File: src/rtl/dq_pkg.sv
`default_nettype none
// ----------------------------------------------------------------------------
// dq_pkg
// Shared types, codes and sizes for the double-ended queue core.
// ----------------------------------------------------------------------------
package dq_pkg;

    localparam int CAPACITY = 16;
    localparam int WORD_W   = 32;
    localparam int CNT_W    = $clog2(CAPACITY + 1);
    localparam int IDX_W    = $clog2(CAPACITY);

    // operation codes; unused codes behave as peek
    localparam logic [2:0] MODE_PUSH_FRONT = 3'd0;
    localparam logic [2:0] MODE_PUSH_REAR  = 3'd1;
    localparam logic [2:0] MODE_POP_FRONT  = 3'd2;
    localparam logic [2:0] MODE_POP_REAR   = 3'd3;
    localparam logic [2:0] MODE_PEEK       = 3'd4;

    localparam logic [1:0] STATUS_DONE  = 2'd0;
    localparam logic [1:0] STATUS_EMPTY = 2'd1;
    localparam logic [1:0] STATUS_FULL  = 2'd2;

    localparam logic signed [WORD_W-1:0] EMPTY_WORD = -32'sd1;

    typedef struct packed {
        logic [2:0]               mode;
        logic signed [WORD_W-1:0] value;
    } in_item_t;

    typedef struct packed {
        logic [1:0]               status;
        logic signed [WORD_W-1:0] front_value;
        logic signed [WORD_W-1:0] rear_value;
        logic [CNT_W-1:0]         count;
    } out_item_t;

    // per-cell update control
    typedef struct packed {
        logic shift_front;  // take the word of the neighbor nearer the front
        logic shift_back;   // take the word of the neighbor nearer the rear
        logic load;         // take the pushed word
    } cell_ctrl_t;

endpackage
`default_nettype wire

File: src/rtl/dq_cell.sv
`default_nettype none
// ----------------------------------------------------------------------------
// dq_cell
// One storage cell of the deque chain: holds one word, takes a neighbor's
// word on a shift or the pushed word on a load, else holds.
// ----------------------------------------------------------------------------
module dq_cell (
    input  wire                              clk,
    input  wire dq_pkg::cell_ctrl_t          ctrl,
    input  wire logic signed [dq_pkg::WORD_W-1:0] push_value,
    input  wire logic signed [dq_pkg::WORD_W-1:0] from_front,
    input  wire logic signed [dq_pkg::WORD_W-1:0] from_rear,
    output logic signed [dq_pkg::WORD_W-1:0] data
);
    import dq_pkg::*;

    logic signed [WORD_W-1:0] data_reg;
    logic signed [WORD_W-1:0] data_next;

    always_comb
    begin
        data_next = data_reg;
        if (ctrl.load)
        begin
            data_next = push_value;
        end
        else if (ctrl.shift_front)
        begin
            data_next = from_front;
        end
        else if (ctrl.shift_back)
        begin
            data_next = from_rear;
        end
    end

    // payload only, no reset
    always_ff @(posedge clk)
    begin
        data_reg <= data_next;
    end

    assign data = data_reg;

endmodule
`default_nettype wire

File: src/rtl/double_ended_queue_core.sv
`default_nettype none
// ----------------------------------------------------------------------------
// double_ended_queue_core
// Bounded deque of signed 32-bit words held in a chain of shifting cells.
// ----------------------------------------------------------------------------
// Usage:
//   Command channel: drive item (mode, value) and raise start. The item is
//   taken at the rising edge where start is high and busy is low. busy stays
//   low, so one item can be taken every cycle.
//   Result channel: done is high for exactly one cycle, the cycle after the
//   item was taken, and result holds status, front and rear words after the
//   operation (-1 when empty) and the element count. Throughput is one item
//   per cycle.
//   Cell 0 always holds the front; cell count-1 holds the rear. Push front
//   shifts the whole chain one cell toward the rear, pop front shifts it one
//   cell toward the front, push rear loads cell count, pop rear only drops
//   the count.
//   Reset empties the deque (count zero) and clears done; cell contents are
//   not reset and are never shown before being written.
//   The receiver cannot stall: each result is valid for its one cycle only.
// ----------------------------------------------------------------------------
module double_ended_queue_core (
    input  wire              clk,
    input  wire              rst_n,
    input  wire              start,
    output logic             busy,
    input  wire dq_pkg::in_item_t item,
    output logic             done,
    output dq_pkg::out_item_t result
);
    import dq_pkg::*;

    localparam logic [CNT_W-1:0] FULL_CNT = CNT_W'(CAPACITY);

    logic                accept;
    logic                empty;
    logic                full;

    logic [CNT_W-1:0]    count_reg;
    logic [CNT_W-1:0]    count_next;
    logic [1:0]          status_reg;
    logic [1:0]          status_next;
    logic                done_reg;

    // shared command decoded once, fanned out to the cells
    logic                do_shift_front;
    logic                do_shift_back;
    logic                do_load_rear;

    cell_ctrl_t               cell_ctrl [CAPACITY];
    logic signed [WORD_W-1:0] cell_data [CAPACITY];
    logic [IDX_W-1:0]         rear_idx;

    assign busy   = 1'b0;
    assign accept = start && !busy;
    assign empty  = (count_reg == '0);
    assign full   = (count_reg == FULL_CNT);

    always_comb
    begin
        count_next     = count_reg;
        status_next    = STATUS_DONE;
        do_shift_front = 1'b0;
        do_shift_back  = 1'b0;
        do_load_rear   = 1'b0;
        case (item.mode)
            MODE_PUSH_FRONT:
            begin
                if (full)
                begin
                    status_next = STATUS_FULL;
                end
                else
                begin
                    do_shift_front = accept;
                    count_next     = count_reg + 1'b1;
                end
            end
            MODE_PUSH_REAR:
            begin
                if (full)
                begin
                    status_next = STATUS_FULL;
                end
                else
                begin
                    do_load_rear = accept;
                    count_next   = count_reg + 1'b1;
                end
            end
            MODE_POP_FRONT:
            begin
                if (empty)
                begin
                    status_next = STATUS_EMPTY;
                end
                else
                begin
                    do_shift_back = accept;
                    count_next    = count_reg - 1'b1;
                end
            end
            MODE_POP_REAR:
            begin
                if (empty)
                begin
                    status_next = STATUS_EMPTY;
                end
                else
                begin
                    count_next = count_reg - 1'b1;
                end
            end
            default:  // peek and unused codes
            begin
                if (empty)
                begin
                    status_next = STATUS_EMPTY;
                end
            end
        endcase
    end

    // per-cell control: push rear loads only the cell just past the rear
    always_comb
    begin
        for (int i = 0; i < CAPACITY; i++)
        begin
            cell_ctrl[i].shift_front = do_shift_front;
            cell_ctrl[i].shift_back  = do_shift_back;
            cell_ctrl[i].load        = do_load_rear && (count_reg == CNT_W'(i));
        end
    end

    for (genvar g = 0; g < CAPACITY; g++)
    begin : g_cell
        logic signed [WORD_W-1:0] from_front;
        logic signed [WORD_W-1:0] from_rear;

        // front cell takes the pushed word on a front shift;
        // rear cell holds on a back shift
        if (g == 0)
        begin : g_first
            assign from_front = item.value;
        end
        else
        begin : g_mid_f
            assign from_front = cell_data[g-1];
        end

        if (g == CAPACITY - 1)
        begin : g_last
            assign from_rear = cell_data[g];
        end
        else
        begin : g_mid_r
            assign from_rear = cell_data[g+1];
        end

        dq_cell u_cell (
            .clk        (clk),
            .ctrl       (cell_ctrl[g]),
            .push_value (item.value),
            .from_front (from_front),
            .from_rear  (from_rear),
            .data       (cell_data[g])
        );
    end

    always_ff @(posedge clk or negedge rst_n)
    begin
        if (!rst_n)
        begin
            count_reg  <= '0;
            status_reg <= STATUS_DONE;
            done_reg   <= 1'b0;
        end
        else
        begin
            done_reg <= accept;
            if (accept)
            begin
                count_reg  <= count_next;
                status_reg <= status_next;
            end
        end
    end

    // result fields come straight from the updated state
    assign rear_idx = IDX_W'(count_reg - 1'b1);

    assign done               = done_reg;
    assign result.status      = status_reg;
    assign result.count       = count_reg;
    assign result.front_value = empty ? EMPTY_WORD : cell_data[0];
    assign result.rear_value  = empty ? EMPTY_WORD : cell_data[rear_idx];

    // ---- assertions ----
    a_count_bound: assert property (@(posedge clk) disable iff (!rst_n)
        count_reg <= FULL_CNT)
        else $error("count beyond capacity");

    a_done_follows_accept: assert property (@(posedge clk) disable iff (!rst_n)
        done_reg |-> $past(accept))
        else $error("done without a taken item");

    a_full_push_holds: assert property (@(posedge clk) disable iff (!rst_n)
        (accept && full && (item.mode == MODE_PUSH_FRONT || item.mode == MODE_PUSH_REAR))
        |=> ($stable(count_reg) && status_reg == STATUS_FULL))
        else $error("push into full deque changed it");

    a_empty_status: assert property (@(posedge clk) disable iff (!rst_n)
        (done_reg && status_reg == STATUS_EMPTY) |-> (count_reg == '0))
        else $error("empty status with elements held");

endmodule
`default_nettype wire
File: config.mk
export PLATFORM = sky130hd
export DESIGN_NAME = double_ended_queue_core
export DESIGN_NICKNAME = d
export VERILOG_FILES = /design/src/rtl/dq_pkg.sv /design/src/rtl/dq_cell.sv /design/src/rtl/double_ended_queue_core.sv
export SDC_FILE = /design/constraint.sdc
export NUM_CORES = 1
export LEC_CHECK = 0
export BUFFER_PORTS_ARGS = -buffer_cell sky130_fd_sc_hd__buf_2
export CORE_UTILIZATION = 50
export CTS_CLUSTER_DIAMETER = 80
export DETAILED_ROUTE_END_ITERATION = 8
export PLACE_DENSITY = 0.67
export SKIP_CTS_REPAIR_TIMING = 1
export SYNTH_ARGS = -nofsm -noshare
export SYNTH_HDL_FRONTEND = slang
export SYNTH_SLANG_ARGS = --single-unit
File: constraint.sdc
create_clock -name clk -period 4.1 [get_ports clk]
set_clock_uncertainty 0.15 [all_clocks]
set_input_delay 0.615 -clock clk [delete_from_list [all_inputs] [get_ports clk]]
set_output_delay 0.615 -clock clk [all_outputs]
set_load 0.01 [all_outputs]
==> results.json <==
{
  "r2r_setup_slack_ps": 830,
  "ir_drop_v": 0.000516,
  "drtAntennaViolNets": 0,
  "timing.slew.headroom_pct": 35.6,
  "seqPwrFrac_pct": 33.9,
  "end_kind": "primary output",
  "power_switching_w": 0.00692,
  "p_sw_share_pct": 35.8,
  "intPower_w": 0.0124,
  "synth_area_per_cell_sq_um": 11.7,
  "yosys_warnings": 0,
  "clock_tree.root_cell": "clkbuf_16",
  "setup_viol": 0,
  "grt_antenna_before_repair": 1,
  "die-area_sq_um": 62800,
  "rsz0062_at_grt": "no",
  "route.detailed.drc": 0,
  "drive_above_1_share_pct": 19.5,
  "synth_flop_cell": "edfxtp_1",
  "crit_arrival_ps": 3250,
  "n_fill_cell": 5047,
  "powerDensity_nw_per_um2": 572,
  "largest_reg_flops": 512,
  "synth_cell_types": 48,
  "rows": 90,
  "crit_end": "result[8]",
  "hpwl_um": 51300,
  "htree_num_levels": 2,
  "io_pins": 111,
  "p_leak_nw": 14.6,
  "status": "finished, final reports clean",
  "ys_async_sr_fraction_pct": 1.54,
  "pwr-share-comb_pct": 41.7,
  "clk_latency_ps": 620,
  "detail_route.wl_per_cell_um": 25.8,
  "synth_seq_cells": 520,
  "clockBufferDepth": 3,
  "slowest_delay_ps": 530,
  "r2r_start": "count_reg[0]",
  "clock_sinks": 520,
  "grt_max_degree": 118,
  "hold_viol": 0,
  "worstSetupPathType": "reg2out",
  "cp-startpoint": "count_reg[0]",
  "finish.utilization_pct": 55.7,
  "hold_depth": 1,
  "clock_power_share_pct": 24.5,
  "worstMarginPinSlew_ps": 966,
  "drtIter0Drc": 2517,
  "rr_worst_depth": 5,
  "drv_slew": 0,
  "syn_inst": 2640,
  "mostFrequentLayoutCells": "edfxtp_1 (512), mux2i_1 (448), nor2_1 (358)",
  "syn-num-nets": 2684,
  "grt_pass1_wl_um": 135000,
  "initial_core_util_pct": 50.9,
  "worstPathMaxFanout": 17,
  "r2r-end": "g_cell[5].u_cell.data[1]",
  "max_freq_mhz": 249,
  "die_y_um": 251,
  "cpMaxStageDelayCell": "dfrtp_4",
  "min_period_over_period_pct": 98.0,
  "drt-total-wl_um": 89700,
  "overflow": 0,
  "hold_class": "in2reg",
  "drv_cap": 0,
  "cp.required_ps": 3340,
  "nets": 2686,
  "hold_slack_ps": 83.1,
  "cts_buffers": 56,
  "routabilityCongestion": 0.821,
  "die_w_um": 251,
  "io_buffers": 109,
  "vias": 22100,
  "firstDrtPassIters": 5,
  "synth_enable_flop_cells": 512,
  "grt_pass1_vias": 21500,
  "path_clk_slew_ps": 60,
  "areaGrowthSynthToFinish_pct": 9.46,
  "synth_area_sq_um": 30900,
  "path_cells": "inv_1 -> ha_2 -> nor2b_1 -> o21ai_4 -> buf_12 -> a21oi_1 -> a211o_1 -> buf_2",
  "period_minus_slack_ps": 4020,
  "track_usage_pct": 28.4,
  "core_region_area_sq_um": 60700,
  "cts_tree": "built",
  "start_kind": "flip-flop",
  "vias_per_cell": 6.37,
  "ys_seq_area_share_pct": 50.4,
  "final_common_cell": "edfxtp_1"
}
-- critical path: cells and delay by family, from the launching register on --
kind | cells | cell delay [ps]
flops | 1 | 530
simple gates | 1 | 380
fa+ha+maj | 1 | 340
compound gates | 3 | 730
buf+inv | 3 | 640
-- cells by family after synthesis --
kind of cell | count (synthesis) | synth area share [%]
buffers and inverters | 319 | 5.27
AND/OR/NAND/NOR | 581 | 7.89
AO/OA/AOI/OAI | 570 | 9.89
adder cells (fa/ha/maj) | 6 | 0.243
other | 1 | 0.0121
XOR/XNOR | 3 | 0.0851
flip-flops | 520 | 50.4
multiplexers | 640 | 26.2
-- worst min-delay path by stage --
stage          startpoint           end
5_1_grt             start          done
2_1_floorplan       rst_n  count_reg[0]
3_5_place_dp        rst_n          done
3_3_place_gp        rst_n          done
4_1_cts             rst_n  count_reg[0]
6_report            start          done
-- per-layer routing --
metal  GRT usage (%)  up-vias  routed length (um)
met5               0        -                   0
met4            8.78        0                2650
met3            4.95      167                8770
met2            44.7     1155               41000
met1            40.3    10900               37300
li1                -     9856                   -
-- area by class of cell --
| type | count | area [sq um] | share of cell area, % |
|---|---|---|---|
| antenna | 2 | 5.00 | 0.0148 |
| clock buffer | 69 | 1470 | 4.35 |
| clock inverter | 35 | 183 | 0.540 |
| inverter | 70 | 263 | 0.777 |
| multi-input combinational | 1801 | 13800 | 40.8 |
| sequential | 520 | 15600 | 46.1 |
| tap | 782 | 978 | 2.89 |
| timing repair buffer | 193 | 1530 | 4.52 |
-- power groups by stage --
stage                     clock network [W]  registers (W)  logic, W
after CTS                           0.00480        0.00654   0.00800
after floorplan                           0        0.00652   0.00528
after global placement                    0        0.00663   0.00788
after detailed placement                  0        0.00665   0.00797
after global routing                0.00499        0.00658   0.00849
final                               0.00473        0.00655   0.00805
-- Yosys cell counts (34+ instances only) --
cell type	number	area (sq um)
o21ai_1	90	450
nor2_1	358	1340
mux2_2	64	721
mux2i_1	448	4480
buf_2	60	300
o22ai_1	34	213
clkbuf_1	127	477
buf_6	47	529
a21oi_1	357	1790
inv_1	70	263
mux4_2	128	2880
nand2_1	144	541
o21ai_0	47	235
edfxtp_1	512	15400
-- stage by stage --
step / setup slack, ps / TNS [ps] / cell area, sq um / total power, W / std cells
2_1_floorplan: 395 / 0 / 30900 / 0.0118 / 2640
3_3_place_gp: 737 / 0 / 32100 / 0.0145 / 3365
3_5_place_dp: 669 / 0 / 32100 / 0.0146 / 3365
4_1_cts: -7.73 / -7.73 / 33800 / 0.0193 / 3469
5_1_grt: 21.2 / 0 / 33800 / 0.0201 / 3471
6_report: 80.7 / 0 / 33800 / 0.0193 / 3472
Note: power is estimated with default switching activity, not from simulation.
